--- config.mk ---
export PLATFORM = sky130hd
export DESIGN_NAME = baseline_calibrated_level_classifier
export DESIGN_NICKNAME = d
export VERILOG_FILES = /design/src/hdl/bclc_pkg.sv /design/src/hdl/bclc_datapath.sv /design/src/hdl/bclc_controller.sv /design/src/hdl/baseline_calibrated_level_classifier.sv
export SDC_FILE = /design/constraint.sdc
export NUM_CORES = 1
export LEC_CHECK = 0
export BUFFER_PORTS_ARGS = -buffer_cell sky130_fd_sc_hd__buf_2
export CORE_UTILIZATION = 63
export CTS_BUF_LIST = sky130_fd_sc_hd__clkbuf_8
export DETAILED_ROUTE_END_ITERATION = 6
export GPL_TIMING_DRIVEN = 0
export PLACE_DENSITY = 0.78
export SYNTH_ARGS = -nofsm -noshare
export SYNTH_HDL_FRONTEND = slang
export SYNTH_SLANG_ARGS = --single-unit
--- constraint.sdc ---
create_clock -name clk_i -period 6 [get_ports clk_i]
set_clock_uncertainty 0.1 [all_clocks]
set_input_delay 1.2 -clock clk_i [delete_from_list [all_inputs] [get_ports clk_i]]
set_output_delay 1.2 -clock clk_i [all_outputs]
set_load 0.01 [all_outputs]
--- src/hdl/bclc_pkg.sv ---
// Package for the baseline calibrated level classifier.
// Holds widths, constants, the controller state type and the command and status structs.
// No dependencies.
package bclc_pkg;

  localparam int SAMPLE_BITS_DEF = 12;
  localparam int CNT_W           = 11;
  localparam int SUM_W           = 22;
  localparam int BASE_W          = 12;
  localparam int THR_W           = 13;
  localparam int LVL_W           = 2;
  localparam int NUM_THR         = 3;
  localparam int THR_IDX_W       = 2;
  localparam int DIV_STEPS       = SUM_W;
  localparam int STEP_W          = 5;
  localparam int NUM_W           = 4;
  localparam int PROD_W          = BASE_W + NUM_W;
  localparam int RECIP_W         = 16;
  localparam int RECIP_SHIFT     = 18;

  localparam logic [CNT_W-1:0]   CNT_RESET = CNT_W'(100);
  localparam logic [SUM_W-1:0]   SUM_MAX   = {SUM_W{1'b1}};
  localparam logic [RECIP_W-1:0] RECIP_5   = 16'hCCCD;

  typedef enum logic [2:0] {
    ST_IDLE,
    ST_DIV,
    ST_BASE,
    ST_MUL,
    ST_SCALE,
    ST_DONE
  } state_e;

  typedef struct packed {
    logic                 accept;
    logic                 emit_item;
    logic                 div_step;
    logic                 base_load;
    logic                 thr_mul;
    logic                 thr_scale;
    logic [THR_IDX_W-1:0] thr_idx;
    logic                 emit_final;
  } cmd_t;

  typedef struct packed {
    logic needs_final;
  } sts_t;

  // Threshold percentages 120, 140 and 180 reduced over 100 to a ratio of fifths.
  function automatic logic [NUM_W-1:0] thr_num(input logic [THR_IDX_W-1:0] idx);
    logic [NUM_W-1:0] num;
    unique case (idx)
      2'd0:    num = NUM_W'(120 / 20);
      2'd1:    num = NUM_W'(140 / 20);
      2'd2:    num = NUM_W'(180 / 20);
      default: num = '0;
    endcase
    return num;
  endfunction

endpackage

--- src/hdl/bclc_datapath.sv ---
// Datapath of the level classifier: accumulator, serial divider, threshold scaling,
// classifier and result register. Driven by bclc_controller through cmd_t.
// Depends on bclc_pkg.
module bclc_datapath import bclc_pkg::*; #(
  parameter int SAMPLE_BITS = SAMPLE_BITS_DEF
) (
  input  logic                   clk_i,
  input  logic                   rst_ni,
  input  logic                   cfg_we_i,
  input  logic [CNT_W-1:0]       cfg_data_i,
  input  logic [SAMPLE_BITS-1:0] sample_i,
  input  cmd_t                   cmd_i,
  output sts_t                   sts_o,
  output logic [LVL_W-1:0]       level_o,
  output logic                   calibrated_o,
  output logic [BASE_W-1:0]      baseline_o
);

  localparam int CMP_W = (SAMPLE_BITS > THR_W) ? SAMPLE_BITS : THR_W;

  logic [CNT_W-1:0]  count_q;
  logic [SUM_W-1:0]  sum_q;
  logic [CNT_W-1:0]  taken_q;
  logic [LVL_W-1:0]  spin_q;
  logic              cal_q;
  logic [BASE_W-1:0] base_q;
  logic [THR_W-1:0]  thr_q [NUM_THR];
  logic [LVL_W-1:0]  held_q;

  logic [CNT_W-1:0]  rem_q, rem_d;
  logic [SUM_W-1:0]  quo_q, quo_d;
  logic [PROD_W-1:0] prod_q;

  logic [LVL_W-1:0]  level_q;
  logic              cal_out_q;
  logic [BASE_W-1:0] base_out_q;

  logic [SUM_W:0]               sum_ext;
  logic [SUM_W-1:0]             sum_sat;
  logic [LVL_W-1:0]             spin_nxt;
  logic [CMP_W-1:0]             samp_c;
  logic [LVL_W-1:0]             cls;
  logic [CNT_W:0]               shifted;
  logic [CNT_W+1:0]             trial;
  logic                         ge;
  logic [PROD_W+RECIP_W-1:0]    scaled;
  logic                         needs_final;

  assign sum_ext  = {1'b0, sum_q} + {(SUM_W + 1 - SAMPLE_BITS)'(0), sample_i};
  assign sum_sat  = sum_ext[SUM_W] ? SUM_MAX : sum_ext[SUM_W-1:0];
  assign spin_nxt = spin_q + LVL_W'(1);
  assign samp_c   = CMP_W'(sample_i);
  assign needs_final = !cal_q && (taken_q >= count_q);
  assign sts_o.needs_final = needs_final;

  always_comb begin
    if (samp_c > CMP_W'(thr_q[2])) begin
      cls = LVL_W'(3);
    end else if (samp_c > CMP_W'(thr_q[1])) begin
      cls = LVL_W'(2);
    end else if (samp_c > CMP_W'(thr_q[0])) begin
      cls = LVL_W'(1);
    end else begin
      cls = LVL_W'(0);
    end
  end

  assign shifted = {rem_q, quo_q[SUM_W-1]};
  assign trial   = {1'b0, shifted} - {2'b00, count_q};
  assign ge      = !trial[CNT_W+1];
  assign rem_d   = ge ? trial[CNT_W-1:0] : shifted[CNT_W-1:0];
  assign quo_d   = {quo_q[SUM_W-2:0], ge};
  assign scaled  = prod_q * RECIP_5;

  always_ff @(posedge clk_i or negedge rst_ni) begin
    if (!rst_ni) begin
      count_q <= CNT_RESET;
      sum_q   <= '0;
      taken_q <= '0;
      spin_q  <= '0;
      cal_q   <= 1'b0;
      base_q  <= '0;
      thr_q   <= '{default: '0};
      held_q  <= '0;
    end else begin
      if (cfg_we_i) begin
        count_q <= cfg_data_i;
      end
      if (cmd_i.accept) begin
        if (cal_q) begin
          held_q <= cls;
        end else begin
          spin_q <= spin_nxt;
          if (!needs_final) begin
            sum_q   <= sum_sat;
            taken_q <= taken_q + CNT_W'(1);
            held_q  <= spin_nxt;
          end
        end
      end
      if (cmd_i.base_load) begin
        base_q <= (count_q == '0) ? '0 : quo_q[BASE_W-1:0];
      end
      if (cmd_i.thr_scale) begin
        thr_q[cmd_i.thr_idx] <= scaled[RECIP_SHIFT +: THR_W];
      end
      if (cmd_i.emit_final) begin
        cal_q   <= 1'b1;
        taken_q <= '0;
      end
    end
  end

  always_ff @(posedge clk_i) begin
    if (cmd_i.accept) begin
      quo_q <= sum_q;
      rem_q <= '0;
    end else if (cmd_i.div_step) begin
      quo_q <= quo_d;
      rem_q <= rem_d;
    end
    if (cmd_i.thr_mul) begin
      prod_q <= PROD_W'(base_q * thr_num(cmd_i.thr_idx));
    end
    if (cmd_i.emit_item) begin
      level_q    <= cal_q ? cls : spin_nxt;
      cal_out_q  <= cal_q;
      base_out_q <= cal_q ? base_q : '0;
    end else if (cmd_i.emit_final) begin
      level_q    <= held_q;
      cal_out_q  <= 1'b1;
      base_out_q <= base_q;
    end
  end

  assign level_o      = level_q;
  assign calibrated_o = cal_out_q;
  assign baseline_o   = base_out_q;

endmodule

--- src/hdl/bclc_controller.sv ---
// Controller of the level classifier: request handshakes and the finalize sequence
// (serial divide, baseline load, threshold scaling). Depends on bclc_pkg.
module bclc_controller import bclc_pkg::*; (
  input  logic clk_i,
  input  logic rst_ni,
  input  logic in_valid_i,
  output logic in_stall_o,
  output logic out_valid_o,
  input  logic out_stall_i,
  input  sts_t sts_i,
  output cmd_t cmd_o
);

  state_e               state_q, state_d;
  logic [STEP_W-1:0]    step_q;
  logic [THR_IDX_W-1:0] idx_q;
  logic                 out_valid_q, out_valid_d;
  logic                 out_free;
  logic                 accept;

  assign out_free = !out_valid_q || !out_stall_i;
  assign accept   = (state_q == ST_IDLE) && out_free && in_valid_i;

  always_comb begin
    state_d = state_q;
    unique case (state_q)
      ST_IDLE: begin
        if (accept && sts_i.needs_final) begin
          state_d = ST_DIV;
        end
      end
      ST_DIV: begin
        if (step_q == STEP_W'(DIV_STEPS - 1)) begin
          state_d = ST_BASE;
        end
      end
      ST_BASE:  state_d = ST_MUL;
      ST_MUL:   state_d = ST_SCALE;
      ST_SCALE: begin
        state_d = (idx_q == THR_IDX_W'(NUM_THR - 1)) ? ST_DONE : ST_MUL;
      end
      ST_DONE: begin
        if (out_free) begin
          state_d = ST_IDLE;
        end
      end
      default: state_d = ST_IDLE;
    endcase
  end

  always_comb begin
    cmd_o            = '0;
    cmd_o.accept     = accept;
    cmd_o.emit_item  = accept && !sts_i.needs_final;
    cmd_o.thr_idx    = idx_q;
    unique case (state_q)
      ST_IDLE:  ;
      ST_DIV:   cmd_o.div_step   = 1'b1;
      ST_BASE:  cmd_o.base_load  = 1'b1;
      ST_MUL:   cmd_o.thr_mul    = 1'b1;
      ST_SCALE: cmd_o.thr_scale  = 1'b1;
      ST_DONE:  cmd_o.emit_final = out_free;
      default:  ;
    endcase
    in_stall_o  = !((state_q == ST_IDLE) && out_free);
    out_valid_d = (cmd_o.emit_item || cmd_o.emit_final) ? 1'b1
                                                        : (out_valid_q && out_stall_i);
  end

  always_ff @(posedge clk_i or negedge rst_ni) begin
    if (!rst_ni) begin
      state_q     <= ST_IDLE;
      step_q      <= '0;
      idx_q       <= '0;
      out_valid_q <= 1'b0;
    end else begin
      state_q     <= state_d;
      out_valid_q <= out_valid_d;
      if (state_q == ST_DIV) begin
        step_q <= (step_q == STEP_W'(DIV_STEPS - 1)) ? '0 : step_q + STEP_W'(1);
      end
      if (state_q == ST_SCALE) begin
        idx_q <= (idx_q == THR_IDX_W'(NUM_THR - 1)) ? '0 : idx_q + THR_IDX_W'(1);
      end
    end
  end

  assign out_valid_o = out_valid_q;

endmodule

--- src/hdl/baseline_calibrated_level_classifier.sv ---
// Top level of the baseline calibrated level classifier. Depends on bclc_pkg.
// Input request: in_valid_i / in_stall_o with sample_i. Output request: out_valid_o /
// out_stall_i with level_o, calibrated_o and baseline_o. One result per sample.
// Configuration: cfg_valid_i / cfg_ready_o with cfg_data_i, the number of samples
// averaged; write it only while the block is idle. cfg_ready_o is always high.
// Until calibrated, samples are summed and level_o shows a two-bit spinner. The sample
// after sample_count samples finalizes: a 22-step serial divider forms the baseline,
// then three thresholds are scaled on the shared multiplier, each by a multiply and a
// scale state. Later samples are classified. An accumulated or classified sample
// shows its result in the cycle after it is taken; a new sample can be taken every
// cycle while the output is not stalled. The input stalls while the finalizing sample
// runs the divide, baseline load and scaling. The result register holds while
// out_stall_i is high; a new sample is taken in the cycle that register drains. Reset
// loads sample_count with 100 and clears all but divider, product and result data.
module baseline_calibrated_level_classifier import bclc_pkg::*; #(
  parameter int SAMPLE_BITS = SAMPLE_BITS_DEF
) (
  input  logic                   clk_i,
  input  logic                   rst_ni,
  input  logic                   in_valid_i,
  output logic                   in_stall_o,
  input  logic [SAMPLE_BITS-1:0] sample_i,
  output logic                   out_valid_o,
  input  logic                   out_stall_i,
  output logic [LVL_W-1:0]       level_o,
  output logic                   calibrated_o,
  output logic [BASE_W-1:0]      baseline_o,
  input  logic                   cfg_valid_i,
  output logic                   cfg_ready_o,
  input  logic [CNT_W-1:0]       cfg_data_i
);

  cmd_t cmd;
  sts_t sts;

  assign cfg_ready_o = 1'b1;

  bclc_controller u_ctrl (
    .clk_i       (clk_i),
    .rst_ni      (rst_ni),
    .in_valid_i  (in_valid_i),
    .in_stall_o  (in_stall_o),
    .out_valid_o (out_valid_o),
    .out_stall_i (out_stall_i),
    .sts_i       (sts),
    .cmd_o       (cmd)
  );

  bclc_datapath #(
    .SAMPLE_BITS (SAMPLE_BITS)
  ) u_dp (
    .clk_i        (clk_i),
    .rst_ni       (rst_ni),
    .cfg_we_i     (cfg_valid_i && cfg_ready_o),
    .cfg_data_i   (cfg_data_i),
    .sample_i     (sample_i),
    .cmd_i        (cmd),
    .sts_o        (sts),
    .level_o      (level_o),
    .calibrated_o (calibrated_o),
    .baseline_o   (baseline_o)
  );

endmodule

======== Yosys cells after proc, flatten, opt, wreduce, memory -nomap -nowiden ========
Index checks and enable logic that the tools add are counted.
storage, ports and cells
  bits in registers ....................... 175
  output and inout bits ................... 18
  word-level logic and storage cells ...... 117
  bits of input ports ..................... 28
operators by class
  bitwise gates (word level) .............. 3
  $mul .................................... 2
  multiplexer cells ....................... 40
  equal/unequal tests ..................... 14
  reduce and logical (&&, ||, !) cells .... 26
  order comparisons ....................... 6
  $add $sub $neg .......................... 6
operators by type and width
  cell                                                 number
  2-to-1 mux 22 bit                                    3
  2-to-1 mux 11 bit                                    5
  2-to-1 mux 12 bit                                    4
  bitwise mux 39 bit                                   1
  greater-than comparator 12 x 13 -> 1 bit             3
  multiplier 16 x 16 -> 31 bit, second input constant  1
  demux 13 bit (select 2 bit)                          1
  adder 22 x 12 -> 23 bit                              1
  case mux 3 bit (6 select lines)                      1
  multiplier 12 x 4 -> 16 bit                          1
  2-to-1 mux 2 bit                                     8
  2-to-1 mux 13 bit                                    1
  subtractor 12 x 11 -> 13 bit                         1
  2-to-1 mux 3 bit                                     4
  case mux 4 bit (3 select lines)                      1
  adder 11 x 1 -> 11 bit, second input constant        1
  greater-or-equal comparator 11 bit                   1
  zero test 11 bit                                     1
  2-to-1 mux 1 bit                                     9
  AND reduction 3 bit                                  3
  logical AND 1 bit                                    7
  == test 3 x 2 -> 1 bit, second input constant        2
  == test 3 bit, second input constant                 2
  zero test 1 bit                                      6
  19 further kinds                                     29

======== Logic depth before layout (Yosys ltp) ========
Gate-level depths: netlist of the first run.
  depth after elaboration ................. 7
  depth in mapped cells ................... 21

======== By module ========
From an unflattened synthesis of the first run, not the netlist that was laid out.
unflattened totals
  cell total of the unflattened synthesis .. 1,480
  area, all modules ....................... 15,083.2 µm²
by module, submodules not included
  module                                area an instance (µm²)  cells each  instances
  bclc_datapath                         14,395.1                1,409       1
  bclc_controller                       676.9                   69          1
  baseline_calibrated_level_classifier  11.3                    2           1

======== Worst setup path before layout of the first run ========
Ideal clock, no wire load.
  path type ............................... flip-flop to flip-flop
  start ................................... register u_dp.prod_q[4]
  end ..................................... register u_dp.thr_q[38] (netlist bit)
  data arrival time ....................... 5.333 ns
  setup time .............................. 0.083 ns
  path buffers ............................ 0
  stages on the path, launching flop included .. 21
  clock period less this slack ............ 5.516 ns
  path slack .............................. 0.484 ns
  cell sequence ........................... edfxtp_1 > ha_1 > xor2_1 > ha_1 > fa_1 > inv_1 > fa_1 > inv_1 > fa_1 > inv_1 > fa_1 > inv_1 > ha_1 > a21oi_1 > o21ai_0 > a32oi_1 > a21oi_1 > o41ai_4 > mux2i_1 > nand4_1 > o21ai_0
on the way
  longest elaborated chain between the ends .. 2
RTL lines
  what                            line                  source
  start: declaration              bclc_datapath.sv:32   logic [PROD_W-1:0] prod_q;
  start signal: assignment        bclc_datapath.sv:123  prod_q <= PROD_W'(base_q * thr_num(cmd_i.thr_idx));
  multiplier 16 x 16 -> 31 bit    bclc_datapath.sv:73   assign scaled = prod_q * RECIP_5;
  bitwise mux 39 bit              bclc_datapath.sv:105  thr_q[cmd_i.thr_idx] <= scaled[RECIP_SHIFT +: THR_W];
  end signal: indexed assignment  bclc_datapath.sv:105
  end: declaration                bclc_datapath.sv:27   logic [THR_W-1:0] thr_q [NUM_THR];
Every way passes these cells.
A chain may end at the register's enable or synchronous reset.

======== Worst setup path in the final report of the first run ========
  start ................................... register u_dp.prod_q[7]
  end ..................................... register u_dp.thr_q[12] (netlist bit)
Same word-level chain as after synthesis.

==> results of run 1 <==
-- worst max-delay path, delay by kind of cell, from the launching register on --
family / cells / cell delay [ns]
muxes: 1 / 0.24
and+or+nand+nor: 3 / 0.49
buffers and inverters: 5 / 0.45
adders and majority gates: 7 / 3.10
AOI/OAI and AO/OA: 4 / 0.99
DFF: 1 / 0.44
-- metrics by stage --
stage | area (um2) | util (%)
2_1_floorplan | 14840 | -
3_5_place_dp | 15490 | 67.78
5_1_grt | 16280 | 71.25
6_report | 16280 | 71.25
4_1_cts | 15980 | 69.96
3_3_place_gp | 15460 | 67.65
-- timing repair --
item,CTS,global route
pin swaps,2,21
setup buffers,10,15
hold buffers,0,0
gates resized for setup,3,35
setup endpoints to repair,22,29
-- logic make-up (layout without fill, tap and decap cells) --
logic type,after synthesis,after routing,share of synthesized area [%]
AOI/OAI and AO/OA,262,262,11.41
xor gates and xnor gates,61,61,3.599
adders and majority gates,325,325,32.50
buffers and inverters,282,384,7.291
DFF,175,175,30.94
muxes,39,39,2.857
other,1,1,0.02526
and+or+nand+nor,350,350,11.37
-- area by class of cell --
type	count	area [um2]
fillers	1711	6569
plain buffers	29	132.6
clock inverters	15	173.9
clock buffers	17	234.0
flip-flops and latches	175	4593
inverters	253	949.7
multi-input cells	1038	9361
repair buffers	70	441.7
well taps	313	391.6
-- how the worst min path moves through the flow --
| stage | start | end | slack, ns | depth (start not counted) |
|---|---|---|---|---|
| after floorplan | u_dp.rem_q[3] | u_dp.rem_q[3] | 0.35 | 2 |
| after global placement | u_dp.rem_q[4] | u_dp.rem_q[4] | 0.36 | 2 |
| after detailed placement | u_dp.rem_q[7] | u_dp.rem_q[7] | 0.37 | 2 |
| after CTS | u_dp.rem_q[7] | u_dp.rem_q[7] | 0.38 | 2 |
| after global routing | u_dp.rem_q[7] | u_dp.rem_q[7] | 0.40 | 2 |
| final | u_dp.rem_q[6] | u_dp.rem_q[6] | 0.38 | 2 |
-- state kept, by name, summed over array words and instances (netlist names), 12 cells and up --
| name | count |
|---|---|
| u_dp.thr_q | 39 |
| u_dp.quo_q | 22 |
| u_dp.sum_q | 22 |
| u_dp.prod_q | 16 |
| u_dp.base_q | 12 |
| u_dp.baseline_o | 12 |
-- cell usage in the layout, fill, tap and decap left out, types with 10 or more instances in the layout --
master,n
buf_4,26
buf_2,47
o21ai_0,89
o21ai_1,12
ha_1,210
inv_1,255
and3_1,13
xnor2_1,30
a21o_1,17
nand3_1,17
dfrtp_1,108
nor3_1,16
nand4_1,22
mux2i_1,12
xor2_1,29
fa_1,100
clkbuf_1,22
a22o_1,15
a21oi_1,42
and2_1,39
nor2_1,60
a31oi_1,18
edfxtp_1,53
ha_4,10
nor2b_1,14
clkbuf_8,17
dfxtp_1,11
mux2_2,23
nand2_1,133
-- report_power, final --
group / total [uW] / switching, uW / internal [uW] / leakage (uW)
Sequential: 1270 / 13.8 / 1260 / 0.00200
Combinational: 181 / 111 / 70.4 / 0.00591
Clock: 858 / 445 / 413 / 0.000222
Total: 2310 / 570 / 1740 / 0.00813
-- metal layers --
metal | track usage (%) | share of wire [%] | up-vias | routed length (um)
li1 | - | - | 5216 | -
met1 | 35.15 | 42 | 5240 | 13760
met2 | 50.35 | 50 | 234 | 16430
met3 | 3.733 | 3.7 | 67 | 1213
met4 | 12.75 | 4.0 | 0 | 1294
met5 | 0 | 0 | - | 0
==> summary by stage, run 1 <==
Finish
The number of non-filler instances in the completed layout is 1910. The repair_antennas step left the layout with diodes totalling 0. The count of nets after finishing is 1937. The area growth from synthesis to final layout is 9.659%. The share of final-layout standard cells stronger than drive strength 1 is 11.33%.

Yosys
Ranked by total cell area, the synthesized netlist is headed by ha_1 19%, dfrtp_1 18%, fa_1 14%, edfxtp_1 11%, inv_1 6.4%. In this run, distinct cell masters in the synthesized netlist total 72. The most instantiated library cell after synthesis is inv_1. Synthesis produced a netlist whose cell count is 1495.

The synthesis warning total is 0. In the synthesized netlist the dominant register cell turns out to be dfrtp_1. When the netlist entered floorplanning its net count stood at 1848. The cell type with the highest aggregate area in the netlist is ha_1.

For this run, asynchronously set or reset flops after synthesis account for 63.43%. For this run, the register share of the synthesized area comes to 30.94%. The post-synthesis sequential element count is 175.

The count of flip-flops with a built-in enable after synthesis is 53. A synthesized cell averages 9.929 um2. The share of synthesized area in the top cell type comes to 18.88%. In this run the cell area of the synthesized design comes to 14840 um2.

Counting instances in the post-synthesis netlist gives the leading cell types as 252 x inv_1, 224 x ha_1, 133 x nand2_1.

STA
The max-slew headroom at the worst pin is 41.90%. At the pin with the least slew margin, the transition time is 0.8694 ns. The worst path uses 98.23% of the clock period. The maximum clock rate is 0.1697 GHz. Setup violations remaining at the end of the flow were counted as 0. The count of final max-slew check failures is 0. Across all hold checks on the routed design, the worst slack comes to 0.3806 ns.

After layout, the worst setup slack is 0.1065 ns. The worst path in the final design needs a cycle of 5.894 ns, including I/O delays and setup. The number of hold-slack violations in the final timing report is 0.

The setup TNS is 0 ns.

Setup path
Traced cell by cell, the critical path runs through buf_4 > ha_4 > inv_1 > fa_1 > fa_1 > inv_1 > fa_1 > inv_1 > fa_1 > inv_1 > ha_1 > ha_1 > nand2_1 > nor2_1 > a32oi_2 > a21oi_2 > o41ai_4 > mux2i_1 > nand4_1 > o21ai_1. The data required time at the worst endpoint is 6.30 ns. Data arrives at the worst endpoint at 6.19 ns. On the worst path, the slowest cell contributes a delay of 0.55 ns. The internal reg-to-reg setup slack is 0.11 ns.

The kind of end point of the critical path is a register. Following the worst setup path forward leads to its endpoint at u_dp.thr_q[12]. The source of the worst register-to-register timing path is u_dp.prod_q[7].

The worst register-to-register path has a depth of 20. In this run the critical register-to-register path is captured at u_dp.thr_q[12]. Of all nets on the critical path, the largest fanout is 6. The largest individual stage delay along the critical path comes from the cell fa_1. The kind of start point of the critical path is a register.

The launch point of the worst path is u_dp.prod_q[7]. The worst setup path category is reg -> reg.

Detailed routing
The total wirelength of the detailed-routed design is 32700 um. The violation count after the first detailed-routing iteration is 532. Dividing the detail-routed via count by the number of cells gives 5.632. The number of nets still failing antenna checks after routing is 0.

Dividing the detail-routed wire length by the instance count gives 17.12 um. Before antenna repair, the detailed router went through 5 iterations. After detailed routing, the number of remaining DRC violations is 0. For this block, the via count after detailed routing is 10757.

Floorplanning
The die is 155.5 um wide. For this design the top-level I/O count stands at 46. Once the floorplan was initialized, standard cells occupied 64.97% of the core. The floorplan step set the die height to 155.5 um. The number of rows created at floorplan is 55. The floorplan step defined a die boundary enclosing 24180 um2. The core box area is 22850 um2.

Power
The overall power is 2312 uW. The areal power density over the cells is 142.1 nW/um2. The reported leakage power is 0.008132 uW.

The peak ir drop on the vdd network is 0.1734 mV.

GRT
The via count of the first global-routing pass was 11110. The initial antenna violation count came to 0. The global-route wire length before repair is 53640 um. Across every metal layer, demand over resource in global routing totals 28.61%. For this run the aggregate overflow at the end of global routing stands at 0.

Entering global routing, the biggest net connects 58 pins.

CTS
TritonCTS built the clock tree. In this run, CTS created clock tree buffers numbering 17. The clock net in this run drives a total of 175 sinks. In this run the deepest clock path goes through 2 buffers.

The number of H-tree levels is 4. The clock reaches the later pin of the worst-skew pair after 0.48 ns. After clock tree synthesis, the clock-pin slew on the worst setup and hold paths is 0.09 ns. The cell at the root of the clock tree is clkbuf_8.

Place
The number of buffers added on ports is 44. The wire-length estimate of the detail-placed layout is 25760 um. Including well taps, the total number of placed cells is 1853. The placer's final routability congestion estimate is 0.9205. The minimum setup slack after placement is -0.3096 ns.

Flow run
The max-cap violation count is 0.

Worst hold path
The worst min-delay path category is reg -> reg.

Status
The run finished with clean final reports.
No activity file was read; power rests on OpenSTA's default activity.
==> inputs of run 2 (changes only) <==
Settings changed: BUFFER_PORTS_ARGS -buffer_cell sky130_fd_sc_hd__buf_2 to not set, DONT_BUFFER_PORTS set to 1, MAX_ROUTING_LAYER set to met4, PLACE_DENSITY 0.78 to 0.76.
Clock period 6 ns to 5.5 ns, I/O delays scaled along.
==> run 2 against run 1 <==
  * The run now ends with negative setup slack left
  * Largest power group unchanged
  * Combinational power down 17%
  * Setup slack worse by 0.27 ns
  * First-iteration DRC count up 11%
  * Critical path depth down 1
  * Power up 10%
  * Hold slack worse by 0.19 ns
  * Fmax up 4.1%
  * Sequential share of layout area down 0.39 points
==> summary by stage, run 2 (synthesis results as in run 1) <==
Finish
The count of nets after finishing is 1913. Cells with a size suffix above 1 make up 12.14% of the layout. The total area of multi-input combinational cells is 9620 um2. The largest registers in the layout are u_dp.thr_q: 39 flops, u_dp.quo_q: 22 flops, u_dp.sum_q: 22 flops. The number of flip-flops under the largest register name is 39.

Leaving out fill and tap cells, the most frequent cell in the layout is inv_1. The register area is 4593 um2. Relative to the synthesized area, the layout overhead comes to 11.21%. The number of antenna cells inserted is 0.

The number of fillers in the final layout is 1637. The cell area after layout is 16510 um2. The top cell types in the final layout, fill and taps aside, are 245 x inv_1, 201 x ha_1, 132 x nand2_1, 108 x dfrtp_1, 100 x fa_1.

More flip-flops sit in one register than any other, and that register is u_dp.thr_q.

Detailed routing
After detailed routing, the number of vias per cell comes to 5.767. In the final routed layout, each cell accounts on average for 18.35 um. The first detailed-routing pass took 5 iterations. The total via count in the routed design is 10876.

The violation count after the first detailed-routing iteration is 590. For this block, the routed nets add up to 34620 um of wire. The count of nets left with antenna violations once routing finished came out at 0. The number of remaining DRC errors is 0.

STA
Derived from the worst setup path, the maximum achievable clock frequency is 0.1767 GHz. The count of final max-slew check failures is 0. The worst pin sits at a relative slew slack of 32.24%. The final worst slack is -0.1605 ns. The ratio of final minimum period to clock period is 102.9%.

The number of hold-slack violations in the final timing report is 0. Setup repair after global routing could not meet its margin everywhere. The post-route worst hold slack is 0.1926 ns. The transition at the pin with the smallest max-transition slack is 1.006 ns.

The post-route minimum period is 5.660 ns. Setup violations remaining at the end of the flow were counted as 15.

CTS
The tree is rooted in a clkbuf_8. The number of sinks handled by clock tree synthesis is 175. TritonCTS built the clock tree. The H-tree was split into 4 levels.

The latest clock arrival within the worst-skew pair is 0.48 ns. The longest clock path from root to sink contains 2 buffers. After clock tree synthesis, the clock-pin slew on the worst setup and hold paths is 0.12 ns. The number of hold buffers added after CTS was 0.

The number of clock buffers added by TritonCTS is 17.

Floorplanning
Row generation in the floorplan step produced 55 rows. The floorplan step defined a core boundary enclosing 22850 um2. The overall die area is 24180 um2.

From bottom edge to top edge, the die measures 155.5 um. The width of the chip is 155.5 um. The effective utilization at floorplan is 64.97%. The total I/O pin count is 46.

Power
IR analysis of the VDD net gives a maximum drop of 0.1628 mV. The areal power density over the cells is 154.2 nW/um2. The reported leakage power is 0.008106 uW.

Status
The final reports fail on negative setup slack. The flow ran to the end, but the final reports show violations.

Setup path
Data on the critical path is required at its endpoint by 5.81 ns. The worst setup path category is reg -> reg. Of all nets on the critical path, the largest fanout is 6.

The most critical setup path has its startpoint at u_dp.prod_q[10]. At the worst endpoint, the arrival time is 5.97 ns. The kind of start point of the critical path is a register.

STA classifies the critical path endpoint as a register. The source of the worst register-to-register timing path is u_dp.prod_q[10].

GRT
The overall routing resource usage is 29.91%. The sum of overflow across all layers after global routing is 0. The initial antenna violation count is 0. The first global-routing pass estimated 54330 um of wire. The largest net degree at the start of global routing is 112. The via count of the first global-routing pass is 11227.

Place
Once placement finished, the instance area stood at 15240 um2. The minimum setup slack after placement is -0.8132 ns. The detailed placement HPWL is 25270 um. The placer's final routability congestion estimate is 0.9228. The number of buffers added on ports is 0.

Flow run
Across the run, the number of max-cap violations was 0.

Worst hold path
The tightest min-delay check is of the in -> async type.
## run 2: cell types whose count changed in the layout (fill, tap and decap cells not counted), moves of 10 or more
cell	change
inv_1	-10
buf_4	+15
o21ai_1	+11
buf_2	-43
o21ai_0	-13
ha_4	+11
## run 2: area by class of cell
| cell class | count | share of cell area (%) |
|---|---|---|
| clock inverters | 15 | 1.288 |
| well taps | 313 | 2.372 |
| inverters | 253 | 5.791 |
| plain buffers | 29 | 0.8034 |
| clock buffers | 17 | 1.417 |
| multi-input cells | 1038 | 58.28 |
| repair buffers | 46 | 2.228 |
| flip-flops and latches | 175 | 27.82 |
## run 2: per-layer routing
metal	vias to the layer above	GRT usage (%)	part of all wire (%)
met5	-	-	0
met3	100	4.206	3.8
met1	5329	34.79	40
met2	284	51.31	52
li1	5163	-	-
met4	0	13.96	4.2
## run 2: what timing repair did
action,CTS,global route
setup endpoints to repair,39,36
setup buffers,36,10
resized for setup,55,40
pin swaps,38,23
## run 2: worst paths after layout
| kind | slack (ns) | end | cells after the start |
|---|---|---|---|
| min | 0.19 | u_dp.sum_q[17] | 0 |
| max reg2reg | -0.16 | u_dp.thr_q[25] | 19 |
| max in group asynchronous | 4.90 | u_dp.count_q[5] | 0 |
| max | -0.16 | u_dp.thr_q[25] | 19 |
| min in group clk_i | 0.38 | u_dp.rem_q[6] | 2 |
| min reg2reg | 0.38 | u_dp.rem_q[6] | 2 |
## run 2: where the power goes
group	internal, uW	switching (uW)
logic	62.8	87.4
registers	1370	18.7
clock network	439	564
## run 2: critical path, stage by stage, from the launching register on
cell      delay (ns)
edfxtp_1        0.48
buf_4           0.18
ha_1            0.37
fa_1            0.47
fa_1            0.56
inv_1           0.06
fa_1            0.56
inv_1           0.07
fa_1            0.41
ha_1            0.35
ha_4            0.33
nand4_1         0.23
nor4_4          0.25
o21ai_1         0.14
a31oi_2         0.21
buf_6           0.16
o41ai_4         0.10
mux2i_1         0.16
nand4_1         0.21
o21ai_1         0.19
## run 2: through the flow
stage	TNS, ns	cells	util [%]	total power (uW)
2_1_floorplan	0	1495	-	1529
3_3_place_gp	-17.52	1808	66.69	1560
3_5_place_dp	-18.93	1808	66.69	1568
4_1_cts	0	1876	71.14	2560
5_1_grt	-4.247	1886	72.26	2626
6_report	-1.190	1886	72.26	2546
==> inputs of run 3 (changes only) <==
Settings changed: ABC_AREA set to 1.
==> run 3 against run 2 <==
  * The flow now finishes without violations
  * Synthesized cell count is 37% higher
  * Final cell count rose by 29%
  * Critical path depth is 1 lower
  * Sequential share of layout area is 1.3 points lower
  * Critical path type unchanged
  * Critical endpoint is now u_dp.thr_q[11]
  * Largest cell class unchanged
==> summary by stage, run 3 <==
Status
The run finished with clean final reports.

Detailed routing
The number of vias per cell after detailed routing is 5.396. For this block, the routed nets add up to 38840 um of wire. Detailed routing inserted a total of 13134 vias. The violation count after the first detailed-routing iteration is 717.

The length of the first detailed-routing pass in iterations is 5. After detailed routing, the number of remaining DRC violations is 0. The average wire length per cell after detail routing is 15.96 um.

The detail route stage leaves a number of antenna-violating nets equal to 0.

CTS
The hold-fix buffer count after cts is 0. The clock input transition at the sequential cells of the worst setup and hold paths is 0.11 ns. At the later pin of the worst-skew pair, clock insertion delay measures 0.49 ns. The CTS tree is built. The number of H-tree levels is 4.

The cell at the root of the clock tree is clkbuf_8. No sink is reached through more buffers than the 2 on the longest clock path. Buffers inserted during clock tree synthesis total 17. The number of sinks handled by clock tree synthesis is 175.

Place
The placer's final routability congestion estimate is 1.003. The count of placed standard cells including taps is 2379. Summed over all nets, the half-perimeter wirelength after detailed placement is 31960 um.

In this run the tool buffered the top-level ports with 0 buffer cells.

Finish
The number of flip-flops under the largest register name is 39. In the final layout, the share of cells above drive strength 1 is 5.561%. Once layout is complete, the cells apart from fillers number 2434. The area growth from synthesis to layout is 6.670%.

The most frequent standard cell in the layout excluding fill and tap cells is nand2_1. u_dp.thr_q holds more flip-flops than any other register. The register area is 4593 um2. The top cell types in the final layout, fill and taps aside, are 485 x nand2_1, 409 x inv_1, 218 x ha_1, 144 x nand3_1, 119 x nor2_1. The largest registers in the layout are u_dp.thr_q: 39 flops, u_dp.quo_q: 22 flops, u_dp.sum_q: 22 flops. The total area of multi-input combinational cells is 10010 um2. The count of nets after finishing is 2444.

The number of antenna cells inserted is 0. The number of fillers in the final layout is 2121.

Floorplanning
The die is 162.4 um wide. The core box area is 25180 um2. Once the floorplan was initialized, standard cells occupied 64.36% of the core. The die is 162.4 um tall. The die covers 26370 um2. After floorplanning, the core was divided into 58 placement rows. During I/O placement, the number of pins put on the boundary was 46.

GRT
The overall routing resource usage is 31.62%. Summed over all layers, the global routing overflow is 0. Entering global routing, the biggest net connects 112 pins.

The global-route wire length before repair is 63470 um. The via count of the first global-routing pass is 13089. The initial antenna violation count is 0.

Flow run
The max-cap violation count is 0.

Yosys
The most common cell in the synthesized netlist is nand2_1. Summing every instance area after synthesis gives 16210 um2. The fraction of synthesis flops using an asynchronous set or reset pin is 63.43%.

The post-synthesis instance total is 2048. The portion of the post-synthesis area used by sequential elements is 28.34%. Summed over its instances, the top area cell type makes up 17.29% of the synthesized netlist area. Yosys mapped a number of flops with a built-in enable equal to 53. In the post-synthesis netlist, the biggest area contributors are ha_1 17%, dfrtp_1 17%, fa_1 12%, nand2_1 11%, edfxtp_1 9.8%. The total nets after synthesis is 2401. The number of different library cells used by synthesis comes to 44. In this run the mean area of a mapped cell was 7.914 um2. The post-synthesis sequential element count is 175. During synthesis, Yosys emitted a total of 0 warnings. The cell type with the highest aggregate area in the netlist is ha_1.

Among all flip-flop cells after synthesis, the most frequent one is dfrtp_1. Ranked by instance count, the synthesized netlist is headed by 488 x nand2_1, 409 x inv_1, 224 x ha_1.

Worst hold path
The worst min-delay path category is in -> async.

STA
The number of hold-slack violations in the final timing report is 0. The transition at the pin with the smallest max-transition slack is 1.082 ns. The setup TNS is 0 ns. The post-route minimum period is 5.388 ns.

The max-slew headroom at the worst pin is 27.67%. The count of final max-slew check failures is 0. The final critical path takes up 97.96% of the cycle. Static timing analysis puts the maximum clock frequency at 0.1856 GHz.

Setup repair after global routing could not meet its margin everywhere. Setup violations remaining at the end of the flow were counted as 0.

Setup path
The worst setup path endpoint is u_dp.thr_q[11]. The launch point of the worst path is u_dp.prod_q[9]. Data on the critical path is required at its endpoint by 5.79 ns. The critical path in this run is classified as reg -> reg. At the worst endpoint, the arrival time is 5.67 ns. STA classifies the critical path endpoint as a register. The worst register-to-register path begins at u_dp.prod_q[9]. The endpoint of the lowest-slack register-to-register path is u_dp.thr_q[11]. The internal reg-to-reg setup slack is 0.11 ns. The kind of start point of the critical path is a register.

The depth of the worst register-to-register path is 18. In this run the worst path has a maximum fanout of 5.
run 3: cell type report:
type                       instances  area share (%)
clock buffer                      17           1.353
clock inverter                    15          0.8540
tap                              330           2.388
buffer                            29          0.8684
timing repair buffer              24           1.064
sequential                       175           26.57
multi-input combinational       1429           57.90
inverter                         415           9.010
run 3: worst min path at each step:
stage | cells past startpoint | endpoint | slack (ns)
finish | 0 | u_dp.thr_q[11] | 0.20
global route | 0 | u_dp.thr_q[9] | 0.18
CTS | 0 | u_dp.sum_q[17] | 0.18
detailed placement | 2 | u_dp.rem_q[3] | 0.36
global placement | 2 | u_dp.rem_q[5] | 0.36
floorplan | 2 | u_dp.held_q[1] | 0.34
run 3: repair_timing:
item                       4_1_cts  5_1_grt
setup endpoints to repair        3       39
setup buffers                    3       20
resized for setup                0       30
pin swaps                        0        1
cloned                           0        0
run 3: logic make-up after synthesis:
family,after synthesis,synth area share (%)
other,1,0.02314
XOR/XNOR,41,2.216
AND/OR/NAND/NOR,826,21.40
flip-flops,175,28.34
multiplexers,1,0.06947
adder cells (fa/ha/maj),325,29.77
buffers and inverters,444,10.54
AO/OA/AOI/OAI,235,7.650
run 3: worst max-delay path, stage by stage (launching register included):
cell	delay, ns
edfxtp_1	0.52
buf_4	0.19
ha_1	0.40
fa_2	0.52
fa_1	0.56
inv_1	0.06
fa_1	0.54
inv_1	0.06
fa_1	0.47
ha_1	0.31
ha_1	0.36
a21oi_1	0.28
o21ai_1	0.18
inv_1	0.08
nand2_1	0.11
a21oi_1	0.20
nand3_1	0.14
nand3_1	0.15
nand2_1	0.07
run 3: routing by layer:
layer / GRT usage [%] / up-vias / share of wire, %
met4: 12.56 / 0 / 3.7
met3: 3.565 / 79 / 4.0
met5: - / - / 0
li1: - / 6587 / -
met2: 54.22 / 312 / 50
met1: 38.04 / 6156 / 43
run 3: through the flow:
| step | setup slack [ns] | hold WS (ns) | utilization [%] | cell area (um2) |
|---|---|---|---|---|
| 6_report | 0.1121 | 0.1952 | 68.66 | 17290 |
| 5_1_grt | -0.008472 | 0.1814 | 68.66 | 17290 |
| 4_1_cts | 0.003802 | 0.1756 | 67.67 | 17040 |
| 3_5_place_dp | -0.01539 | 0.3640 | 66.07 | 16640 |
| 3_3_place_gp | 0.001922 | 0.3612 | 66.00 | 16620 |
| 2_1_floorplan | 0.5563 | 0.3406 | - | 16210 |
Power of run 3 is not shown: default switching activity piles up to over one toggle a cycle in this logic, so the estimate is an artifact.
